===== src/design/b64e_pkg.sv =====
package b64e_pkg;

   localparam int QUEUE_DEPTH = 2;

   localparam logic [6:0] PAD_CHAR = 7'h3d;

   localparam logic [7:0] MASK_S0_HI = 8'hfc;
   localparam logic [7:0] MASK_S1_LO = 8'h03;
   localparam logic [7:0] MASK_S1_HI = 8'hf0;
   localparam logic [7:0] MASK_S2_LO = 8'h0f;
   localparam logic [7:0] MASK_S2_HI = 8'hc0;
   localparam logic [7:0] MASK_S3_LO = 8'h3f;

   typedef struct packed {
      logic [7:0] b0;
      logic [7:0] b1;
      logic [7:0] b2;
      logic [1:0] nbytes;
      logic       msg_end;
   } group_type;

   function automatic logic [6:0] sextet_char(input logic [5:0] s);
      logic [6:0] c;
      if (s < 6'd26) begin
         c = 7'h41 + {1'b0, s};
      end else if (s < 6'd52) begin
         c = 7'h61 + {1'b0, s} - 7'd26;
      end else if (s < 6'd62) begin
         c = 7'h30 + {1'b0, s} - 7'd52;
      end else if (s == 6'd62) begin
         c = 7'h2b;
      end else begin
         c = 7'h2f;
      end
      return c;
   endfunction

endpackage


===== src/design/b64e_front.sv =====
module b64e_front (
   input  logic                clock,
   input  logic                reset,
   input  logic                in_valid,
   input  logic [7:0]          in_byte,
   input  logic                in_present,
   input  logic                in_end,
   output logic                grp_valid,
   output b64e_pkg::group_type grp
);
   import b64e_pkg::*;

   logic [7:0] pend0_ff, pend0_in;
   logic [7:0] pend1_ff, pend1_in;
   logic [1:0] fill_ff, fill_in;

   always_comb begin
      pend0_in  = pend0_ff;
      pend1_in  = pend1_ff;
      fill_in   = fill_ff;
      grp_valid = 1'b0;
      grp       = '0;
      grp.msg_end = in_end;
      if (in_valid) begin
         if (in_present) begin
            if (fill_ff == 2'd2) begin
               grp_valid  = 1'b1;
               grp.b0     = pend0_ff;
               grp.b1     = pend1_ff;
               grp.b2     = in_byte;
               grp.nbytes = 2'd3;
               fill_in    = 2'd0;
               pend0_in   = 8'h00;
               pend1_in   = 8'h00;
            end else begin
               if (fill_ff[0]) begin
                  pend1_in = in_byte;
               end else begin
                  pend0_in = in_byte;
               end
               fill_in = fill_ff + 2'd1;
            end
         end
         if (in_end) begin
            if (fill_in != 2'd0) begin
               grp_valid  = 1'b1;
               grp.b0     = pend0_in;
               grp.b1     = (fill_in == 2'd2) ? pend1_in : 8'h00;
               grp.b2     = 8'h00;
               grp.nbytes = fill_in;
            end
            fill_in  = 2'd0;
            pend0_in = 8'h00;
            pend1_in = 8'h00;
         end
      end
   end

   always_ff @(posedge clock) begin
      if (reset) begin
         fill_ff  <= 2'd0;
         pend0_ff <= 8'h00;
         pend1_ff <= 8'h00;
      end else begin
         fill_ff  <= fill_in;
         pend0_ff <= pend0_in;
         pend1_ff <= pend1_in;
      end
   end

endmodule


===== src/design/b64e_queue.sv =====
module b64e_queue #(
   parameter int DEPTH = b64e_pkg::QUEUE_DEPTH
) (
   input  logic                clock,
   input  logic                reset,
   input  logic                push,
   input  b64e_pkg::group_type push_data,
   output logic                has_room,
   input  logic                pop,
   output logic                head_valid,
   output b64e_pkg::group_type head
);
   import b64e_pkg::*;

   localparam int PTR_W = (DEPTH > 1) ? $clog2(DEPTH) : 1;
   localparam int CNT_W = $clog2(DEPTH + 1);

   group_type        mem_ff [DEPTH];
   logic [PTR_W-1:0] wr_ptr_ff, wr_ptr_in;
   logic [PTR_W-1:0] rd_ptr_ff, rd_ptr_in;
   logic [CNT_W-1:0] count_ff, count_in;
   logic             do_push;
   logic             do_pop;

   assign has_room   = (count_ff != CNT_W'(DEPTH));
   assign head_valid = (count_ff != '0);
   assign head       = mem_ff[rd_ptr_ff];
   assign do_push    = push && has_room;
   assign do_pop     = pop && head_valid;

   always_comb begin
      wr_ptr_in = wr_ptr_ff;
      rd_ptr_in = rd_ptr_ff;
      count_in  = count_ff;
      if (do_push) begin
         wr_ptr_in = (wr_ptr_ff == PTR_W'(DEPTH - 1)) ? '0 : wr_ptr_ff + 1'b1;
      end
      if (do_pop) begin
         rd_ptr_in = (rd_ptr_ff == PTR_W'(DEPTH - 1)) ? '0 : rd_ptr_ff + 1'b1;
      end
      if (do_push && !do_pop) begin
         count_in = count_ff + 1'b1;
      end else if (do_pop && !do_push) begin
         count_in = count_ff - 1'b1;
      end
   end

   always_ff @(posedge clock) begin
      if (do_push) begin
         mem_ff[wr_ptr_ff] <= push_data;
      end
   end

   always_ff @(posedge clock) begin
      if (reset) begin
         wr_ptr_ff <= '0;
         rd_ptr_ff <= '0;
         count_ff  <= '0;
      end else begin
         wr_ptr_ff <= wr_ptr_in;
         rd_ptr_ff <= rd_ptr_in;
         count_ff  <= count_in;
      end
   end

endmodule


===== src/design/b64e_back.sv =====
module b64e_back (
   input  logic                clock,
   input  logic                reset,
   input  logic                head_valid,
   input  b64e_pkg::group_type head,
   output logic                pop,
   output logic                out_valid,
   input  logic                out_ready,
   output logic [6:0]          out_char,
   output logic                out_run_last,
   output logic                out_msg_done
);
   import b64e_pkg::*;

   logic [1:0] idx_ff, idx_in;
   logic       valid_ff, valid_in;
   logic [6:0] char_ff, char_in;
   logic       last_ff, last_in;
   logic       done_ff, done_in;
   logic       load;
   logic [5:0] sextet;

   assign load = head_valid && (!valid_ff || out_ready);
   assign pop  = load && (idx_ff == 2'd3);

   always_comb begin
      case (idx_ff)
         2'd0: sextet = 6'((head.b0 & MASK_S0_HI) >> 2);
         2'd1: sextet = {2'(head.b0 & MASK_S1_LO), 4'((head.b1 & MASK_S1_HI) >> 4)};
         2'd2: sextet = {4'(head.b1 & MASK_S2_LO), 2'((head.b2 & MASK_S2_HI) >> 6)};
         2'd3: sextet = 6'(head.b2 & MASK_S3_LO);
         default: sextet = 6'd0;
      endcase
   end

   always_comb begin
      idx_in   = idx_ff;
      valid_in = valid_ff;
      char_in  = char_ff;
      last_in  = last_ff;
      done_in  = done_ff;
      if (load) begin
         valid_in = 1'b1;
         char_in  = (idx_ff <= head.nbytes) ? sextet_char(sextet) : PAD_CHAR;
         last_in  = (idx_ff == 2'd3);
         done_in  = (idx_ff == 2'd3) && head.msg_end;
         idx_in   = idx_ff + 2'd1;
      end else if (out_ready) begin
         valid_in = 1'b0;
      end
   end

   always_ff @(posedge clock) begin
      if (reset) begin
         idx_ff   <= 2'd0;
         valid_ff <= 1'b0;
      end else begin
         idx_ff   <= idx_in;
         valid_ff <= valid_in;
      end
   end

   always_ff @(posedge clock) begin
      char_ff <= char_in;
      last_ff <= last_in;
      done_ff <= done_in;
   end

   assign out_valid    = valid_ff;
   assign out_char     = char_ff;
   assign out_run_last = last_ff;
   assign out_msg_done = done_ff;

endmodule


===== src/design/base64_stream_encoder.sv =====
// Base64 encoder for a byte stream, standard alphabet with '=' padding.
// Input words arrive on the req_ channel: tdata is the message byte, tuser
// says whether the byte is present, and tlast marks the end of the message.
// Output words leave on the rsp_ channel, one ASCII character per word;
// tlast is set on the last character caused by one input word and tuser on
// the final character of the whole message.
// Every third byte, or an end of message with bytes pending, forms a group
// of four characters. A group is queued and then sent at one character per
// cycle while rsp_tready is high, so the output port sets the pace. With the
// queue and the output idle, the input word that completed its group is
// written into the queue, and its first character is then registered in the
// output register that drives rsp_.
// Input words that complete no group are taken one per cycle while the queue
// has room. When the receiver stalls, the output word holds, the queue
// fills and req_tready drops; no word is lost.
// A synchronous reset empties the queue and the output register and clears
// the pending bytes.
module base64_stream_encoder #(
   parameter int QUEUE_DEPTH = b64e_pkg::QUEUE_DEPTH
) (
   input  logic       clock,
   input  logic       reset,
   input  logic       req_tvalid,
   output logic       req_tready,
   input  logic [7:0] req_tdata,  // [7:0] in_byte
   input  logic       req_tuser,  // [0] byte_present
   input  logic       req_tlast,
   output logic       rsp_tvalid,
   input  logic       rsp_tready,
   output logic [7:0] rsp_tdata,  // [6:0] out_char, [7] zero
   output logic       rsp_tuser,  // [0] message_done
   output logic       rsp_tlast
);
   import b64e_pkg::*;

   logic      req_fire;
   logic      grp_valid;
   group_type grp;
   logic      head_valid;
   group_type head;
   logic      pop;
   logic [6:0] out_char;

   assign req_fire = req_tvalid && req_tready;

   b64e_front u_front (
      .clock      (clock),
      .reset      (reset),
      .in_valid   (req_fire),
      .in_byte    (req_tdata),
      .in_present (req_tuser),
      .in_end     (req_tlast),
      .grp_valid  (grp_valid),
      .grp        (grp)
   );

   b64e_queue #(
      .DEPTH (QUEUE_DEPTH)
   ) u_queue (
      .clock      (clock),
      .reset      (reset),
      .push       (grp_valid),
      .push_data  (grp),
      .has_room   (req_tready),
      .pop        (pop),
      .head_valid (head_valid),
      .head       (head)
   );

   b64e_back u_back (
      .clock        (clock),
      .reset        (reset),
      .head_valid   (head_valid),
      .head         (head),
      .pop          (pop),
      .out_valid    (rsp_tvalid),
      .out_ready    (rsp_tready),
      .out_char     (out_char),
      .out_run_last (rsp_tlast),
      .out_msg_done (rsp_tuser)
   );

   assign rsp_tdata = {1'b0, out_char};

endmodule


===== config.mk =====
export PLATFORM = sky130hd
export DESIGN_NAME = base64_stream_encoder
export DESIGN_NICKNAME = d
export VERILOG_FILES = /design/src/design/b64e_pkg.sv /design/src/design/b64e_front.sv /design/src/design/b64e_queue.sv /design/src/design/b64e_back.sv /design/src/design/base64_stream_encoder.sv
export SDC_FILE = /design/constraint.sdc
export NUM_CORES = 1
export LEC_CHECK = 0
export ABC_AREA = 1
export BUFFER_PORTS_ARGS = -buffer_cell sky130_fd_sc_hd__buf_2
export CAP_MARGIN = 25
export CORE_MARGIN = 4
export CORE_UTILIZATION = 55
export CTS_CLUSTER_SIZE = 8
export DETAILED_ROUTE_END_ITERATION = 6
export PLACE_DENSITY_LB_ADDON = 0.08
export SYNTH_ARGS = -nofsm -noshare
export SYNTH_HDL_FRONTEND = slang
export SYNTH_SLANG_ARGS = --single-unit

===== constraint.sdc =====
create_clock -name clock -period 2.6 [get_ports clock]
set_input_delay 0.26 -clock clock [delete_from_list [all_inputs] [get_ports clock]]
set_output_delay 0.26 -clock clock [all_outputs]
set_load 0.05 [all_outputs]

==> results of run 1 <==
[state kept, by name, indices dropped and copies added, names as in the netlist, 2 cells and up, named ones only]
name,count
u_front.fill_ff,2
u_queue.mem_ff,54
u_queue.count_ff,2
u_front.pend1_ff,8
u_front.pend0_ff,8
u_back.out_char,7
u_back.idx_ff,2
[logic make-up after synthesis]
logic type / Yosys count / share of synthesized area [%]
simple gates: 261 / 26.1
compound gates: 92 / 11.4
flops: 89 / 52.1
buf+inv: 76 / 7.05
fa+ha+maj: 10 / 2.70
xor+xnor: 2 / 0.378
other cells: 1 / 0.0810
mux: 1 / 0.216
[worst paths after layout]
path                                          from                          endpoint  slack [ps]  depth (start not counted)
setup / recovery     u_back.idx_ff[0]$_SDFFE_PP0P_  u_back.out_char[4]$_SDFFCE_PN1P_         230                         13
hold / removal                           req_tlast    u_queue.mem_ff[1][0]$_DFFE_PP_         180                          1
setup reg to reg     u_back.idx_ff[0]$_SDFFE_PP0P_  u_back.out_char[4]$_SDFFCE_PN1P_         230                         13
hold reg to reg   u_front.pend1_ff[5]$_SDFFE_PP0P_  u_front.pend1_ff[5]$_SDFFE_PP0P_         490                          2
[placed cells by master, fill, tap and decap left out, drive strengths merged]
cell type    n
conb         1
or2          2
nand2      173
nor2        41
dfxtp       26
o21ai       33
a21boi       1
a21oi       41
edfxtp      63
clkinv       1
o211ai       3
nand3b       1
mux2i        1
ha          10
nand3       31
bufinv       2
a211oi       1
o21bai       1
a22oi       11
nor3        10
o21a         1
nand4        3
buf         35
clkbuf      10
xor2         2
inv         58
[report_power, final]
group	switching [mW]	leakage, nW	internal, mW
sequential	0.0218	0.801	1.58
clock	0.507	0.113	0.557
combinational	0.523	1.11	0.229
[layout make-up]
class | instances | area [um2] | area share (%)
Clock buffer | 10 | 128 | 2.51
Sequential cell | 89 | 2410 | 47.4
Clock inverter | 6 | 97.6 | 1.92
Tap cell | 105 | 131 | 2.58
Inverter | 55 | 206 | 4.06
Timing Repair Buffer | 35 | 215 | 4.23
Multi-Input combinational cell | 367 | 1900 | 37.3
[what timing repair did]
action	CTS	global route
endpoints found under the hold margin	0	0
resized for setup	0	1
endpoints found under the setup margin	0	1
[metal layers]
metal,global-route usage [%],up-vias,part of all wire [%]
li1,-,1813,-
met1,29.7,1602,46
met2,32.0,95,46
met3,2.95,16,5.8
met4,8.72,0,2.0
met5,0,-,0
==> metrics.md, run 1 <==
| Metric | Value |
|---|---|
| Max-cap violation count | 0 |
| Post-synth top flop | edfxtp_1 |
| Hold Violations, Final | 0 |
| Starting Density | a little under three fifths |
| Num rows | 33 |
| Max stage delay on crit path | roughly 430 ps |
| Synth-to-layout area growth | 9.89% |
| Placer Congestion | roughly 0.9 |
| Slew HR | between 40 and 50% |
| Worst-path clk slew | 80 ps |
| Via Count | 3526 |
| Global route overflow | 0 |
| Outcome | finished clean |
| Pwr Density | approximately 670 nW/um2 |
| Number of remaining DRC errors | 0 |
| WP data required | roughly 2700 ps |
| WL final | between 9000 and 10000 um |
| Synth area leader | edfxtp_1 |
| Syn avg cell area | 8.70 um2 |
| Min Clock Period, post-route | approximately 2400 ps |
| Register area share after synthesis | a little over half |
| Mapped Cells | 532 |
| CTS tree | yes |
| Die Y-Extent | 99.8 um |
| Crit path kind | flop to flop |
| VDD IR max | about 0.00035 V |
| Top cells by area, synth | edfxtp_1 (41%), nand2_1 (13%), dfxtp_1 (11%) |
| Synth async-reset ratio | 0% |
| Worst Max-Slew Pin Slew | between 700 and 800 ps |
| Ant. Diodes | 0 |
| Data arrival, critical path | 2490 ps |
| Final worst slack | between 200 and 250 ps |
| TNS Setup | 0 ps |
| Final nets | between 500 and 600 |
| Worst path top cell family by delay | adder cells |
| Bufs and invs on worst path | 1 |
| Core area | just over 8000 um2 |
| Clock sinks | 89 |
| Post-synthesis net count | approximately 560 |
| # port buffers | 24 |
| Lkg Pwr | between 2 and 2.5 nW |
| Fillers | between 600 and 700 |
| # setup viols final | 0 |
| Avg WL per Cell | around 15 um |
| Finished Layout Cells | 667 |
| Min-Delay Path Class | input pin to flop |
| Worst Path Max Fanout | 12 |
| Initial antenna violation count | 0 |
| Max-slew violation count | 0 |
| Worst path slowest cell | ha_1 |
| Max Fclk | between 400 and 500 MHz |
| Startpoint Class | flop |
| Routed Antenna Nets | 0 |
| Maximum root-to-sink buffer count | 2 |
| First-pass GRT wire length | approximately 16000 um |
| Tot Pwr | roughly 3.4 mW |
| Cts hold-fix bufs | 0 |
| Layout cells sized above 1 | 16.9% |
| Root buffer cell | clkbuf_8 |
| Flops & latches, synth | 89 |
| Final instance area | between 5000 and 6000 um2 |
| Most frequent cells after synthesis | nand2_1 (159), edfxtp_1 (63), inv_1 (51) |
| Initial DRC Count | between 200 and 300 |
| CP cell instances | inv_1 > ha_1 > nand2_1 > a21oi_2 > o21bai_2 > ha_1 > nand3_1 > nand3_1 > nand2_1 > nand2_1 > nand2_1 > nand2_1 > nand2_1 |
| Final clock skew | between 15 and 20 ps |
| Count leader, synth | nand2_1 |
| Crit-path most repeated cell | nand2_1 |
| Post-synth EDFFs | 63 |
| Final HPWL DP | approximately 7100 um |
| Yosys top cell area share | between 40 and 50% |
| Num CTS Buffers | 9 |
| Worst skew pair latency | 360 ps |
| Total Routing Usage GR | between 20% and 30% |
| Die area | 9950 um2 |
| H-tree levels | 3 |
| Vias per cell | approximately 5.3 |
| Synth Cell Area | 4630 um2 |
| WHS | about 180 ps |
| Final Cycle Share | around nine tenths |
| Largest net degree at the start of global routing | 38 |
| Synth cell types | 40 |
| # Post-CTS Setup Buffers | 0 |
| RSZ-0062 raised after global routing | no |
| IO Pins | 26 |
| Placed insts | 651 |
| Syn. warnings | 0 |
| CP Capture Type | flop |
| Vias in the first global route | between 3000 and 4000 |
| Die Wd | between 90 and 100 um |
| Final core utilization | 61.9% |
| Drt pass-1 iters | 5 |
| Area post-placement | 4860 um2 |
| Pre-CTS WS | 190 ps |
No activity file was read; power rests on OpenSTA's default activity.
==> run 2, diff against run 1 <==
==> constraint.sdc (replaced) <==
create_clock -name clock -period 3 [get_ports clock]
set_input_delay 0.3 -clock clock [delete_from_list [all_inputs] [get_ports clock]]
set_output_delay 0.3 -clock clock [all_outputs]
set_load 0.05 [all_outputs]
==> run 2 against run 1 <==
  * Critical path depth is the same
  * Non-clock buffer count decreased by 2
  * Via count grew 1.6%
  * Routed wire length up 0.78%
  * Register-to-register slack improved by 240 ps
  * Flip-flop and latch count stayed put
  * Clock-buffer cell count unchanged
==> metrics.md, run 2 (same netlist as run 1, synthesis figures left out) <==
| Metric | Value |
|---|---|
| CTS tree | yes (unchanged) |
| Worst Path Max Fanout | 12 (unchanged) |
| # setup viols final | 0 (unchanged) |
| Final instance area | 5050 um2 (was 5090 um2) |
| CTS resizes | 0 (unchanged) |
| Max-cap violation count | 0 (unchanged) |
| Area post-placement | 4830 um2 (was 4860 um2) |
| Placed insts | 649 (was 651) |
| Num CTS Buffers | 9 (unchanged) |
| Min Clock Period, post-route | 2530 ps (was 2370 ps) |
| Final worst slack | 473 ps (was 234 ps) |
| Lkg Pwr | 2.01 nW (was 2.03 nW) |
| Pre-CTS WS | 489 ps (was 190 ps) |
| Min-Delay Path Class | input pin to flop (unchanged) |
| Flip-flop and latch area | 2410 um2 (about the same) |
| First-pass GRT wire length | 16600 um (was 16100 um) |
| Die Y-Extent | 99.8 um (unchanged) |
| Crit-path most repeated cell | nand2_1 (unchanged) |
| WHS | 234 ps (was 175 ps) |
| Crit path kind | flop to flop (unchanged) |
| # Post-CTS Setup Buffers | 0 (unchanged) |
| Commonest non-fill, non-tap cell in the layout | nand2_1 (unchanged) |
| Die area | 9950 um2 (unchanged) |
| CP Capture Type | flop (unchanged) |
| Via Count | 3584 (was 3526) |
| Avg WL per Cell | 14.7 um (was 14.6 um) |
| VDD IR max | 0.000275 V (was 0.000347 V) |
| Drt pass-1 iters | 4 (was 5) |
| Final clock skew | 10.1 ps (was 17.4 ps) |
| Placer Congestion | 0.920 (was 0.882) |
| Worst path slowest cell | dfxtp_1 (was ha_1) |
| Layout cells sized above 1 | 16.4% (was 16.9%) |
| Finished Layout Cells | 665 (was 667) |
| Root buffer cell | clkbuf_8 (unchanged) |
| Core area | 8220 um2 (unchanged) |
| Vias per cell | 5.39 (was 5.29) |
| # port buffers | 24 (unchanged) |
| Max-slew violation count | 0 (unchanged) |
| Multi-input logic area | 1900 um2 (unchanged) |
| Worst Max-Slew Pin Slew | 776 ps (was 773 ps) |
| Number of remaining DRC errors | 0 (unchanged) |
| Global route overflow | 0 (unchanged) |
| WL final | 9810 um (was 9730 um) |
| Maximum root-to-sink buffer count | 2 (unchanged) |
| Num rows | 33 (unchanged) |
| Ant. Diodes | 0 (unchanged) |
| Max Fclk | 396 MHz (was 423 MHz) |
| Slew HR | 48.1% (was 48.4%) |
| WP data required | 3110 ps (was 2720 ps) |
| Max reg flops | 54 (unchanged) |
| RSZ-0062 raised after global routing | no (unchanged) |
| TNS Setup | 0 ps (unchanged) |
| Final Cycle Share | 84.2% (was 91.0%) |
| Synth-to-layout area growth | 9.11% (was 9.89%) |
| Hold Violations, Final | 0 (unchanged) |
| Outcome | finished clean (unchanged) |
| Final core utilization | 61.5% (was 61.9%) |
| Worst path top cell family by delay | simple AND/OR/NAND/NOR gates (was adder cells) |
| Cts hold-fix bufs | 0 (unchanged) |
| Initial antenna violation count | 0 (unchanged) |
| Data arrival, critical path | 2640 ps (was 2490 ps) |
| Vias in the first global route | 3433 (was 3272) |
| Clock sinks | 89 (unchanged) |
| Pwr Density | 581 nW/um2 (was 672 nW/um2) |
| Initial DRC Count | 194 (was 266) |
| Largest registers | u_queue.mem_ff x54, u_front.pend0_ff x8, u_front.pend1_ff x8 (unchanged) |
| CP cell instances | inv_1 > ha_1 > inv_1 > nand2_1 > o21bai_2 > ha_1 > nand3_1 > nand3_1 > nand2_1 > nand2_1 > nand2_1 > nand2_1 > nand2_1 (was inv_1 > ha_1 > nand2_1 > a21oi_2 > o21bai_2 > ha_1 > nand3_1 > nand3_1 > nand2_1 > nand2_1 > nand2_1 > nand2_1 > nand2_1) |
| Starting Density | 56.4% (unchanged) |
| Final nets | 579 (was 581) |
| Die Wd | 99.8 um (unchanged) |
| Largest reg by FF count | u_queue.mem_ff (unchanged) |
| Routed Antenna Nets | 0 (unchanged) |
| Max stage delay on crit path | 390 ps (was 430 ps) |
| IO Pins | 26 (unchanged) |
| H-tree levels | 3 (unchanged) |
| Bufs and invs on worst path | 2 (was 1) |
| Largest net degree at the start of global routing | 44 (was 38) |
| Most frequent cells in the layout | nand2_1 (159), edfxtp_1 (63), inv_1 (51), a21oi_1 (39) (unchanged) |
| Worst-path clk slew | 90 ps (was 80 ps) |
| Tot Pwr | 2.93 mW (was 3.42 mW) |
| Fillers | 741 (was 692) |
| Final HPWL DP | 7050 um (was 7070 um) |
| Startpoint Class | flop (unchanged) |
| Worst skew pair latency | 350 ps (was 360 ps) |
| Total Routing Usage GR | 21.3% (was 20.8%) |
## run 2: changes by cell type in the layout (fill, tap and decap cells not counted), sizes merged
cell | before | now
clkinvlp | 0 | 1
inv | 58 | 57
buf | 35 | 33
## run 2: worst register-to-register path: cells and delay by family (launching register included)
family / cells / cell delay [ps]
compound gates: 1 / 250
fa+ha+maj: 2 / 570
buf+inv: 2 / 470
flops: 1 / 390
simple gates: 8 / 610
## run 2: cell type report
cell class	count	area share, %
Sequential cell	89	47.7
Multi-Input combinational cell	367	37.5
Inverter	55	4.09
Timing Repair Buffer	33	3.71
Tap cell	105	2.60
Clock buffer	10	2.53
Clock inverter	6	1.78
## run 2: path summary, 6_finish.rpt
path                                      endpoint  slack [ps]                        startpoint  cells past startpoint
hold / removal      u_queue.mem_ff[0][0]$_DFFE_PP_         230                         req_tlast                      1
hold reg to reg   u_front.pend1_ff[0]$_SDFFE_PP0P_         480  u_front.pend1_ff[0]$_SDFFE_PP0P_                      2
setup / recovery  u_back.out_char[4]$_SDFFCE_PN1P_         470     u_back.idx_ff[0]$_SDFFE_PP0P_                     13
setup reg to reg  u_back.out_char[4]$_SDFFCE_PN1P_         470     u_back.idx_ff[0]$_SDFFE_PP0P_                     13
## run 2: routing by layer
metal  global-route usage (%)  wire, um  share of wire, %
met5                        0         0                 0
met4                     8.61       266               2.7
met3                     3.72       521               5.3
met2                     33.4      4590                47
met1                     29.5      4430                45
## run 2: power by group
group	internal [mW]	switching (mW)
clock network	0.474	0.425
registers	1.37	0.0187
logic	0.191	0.453
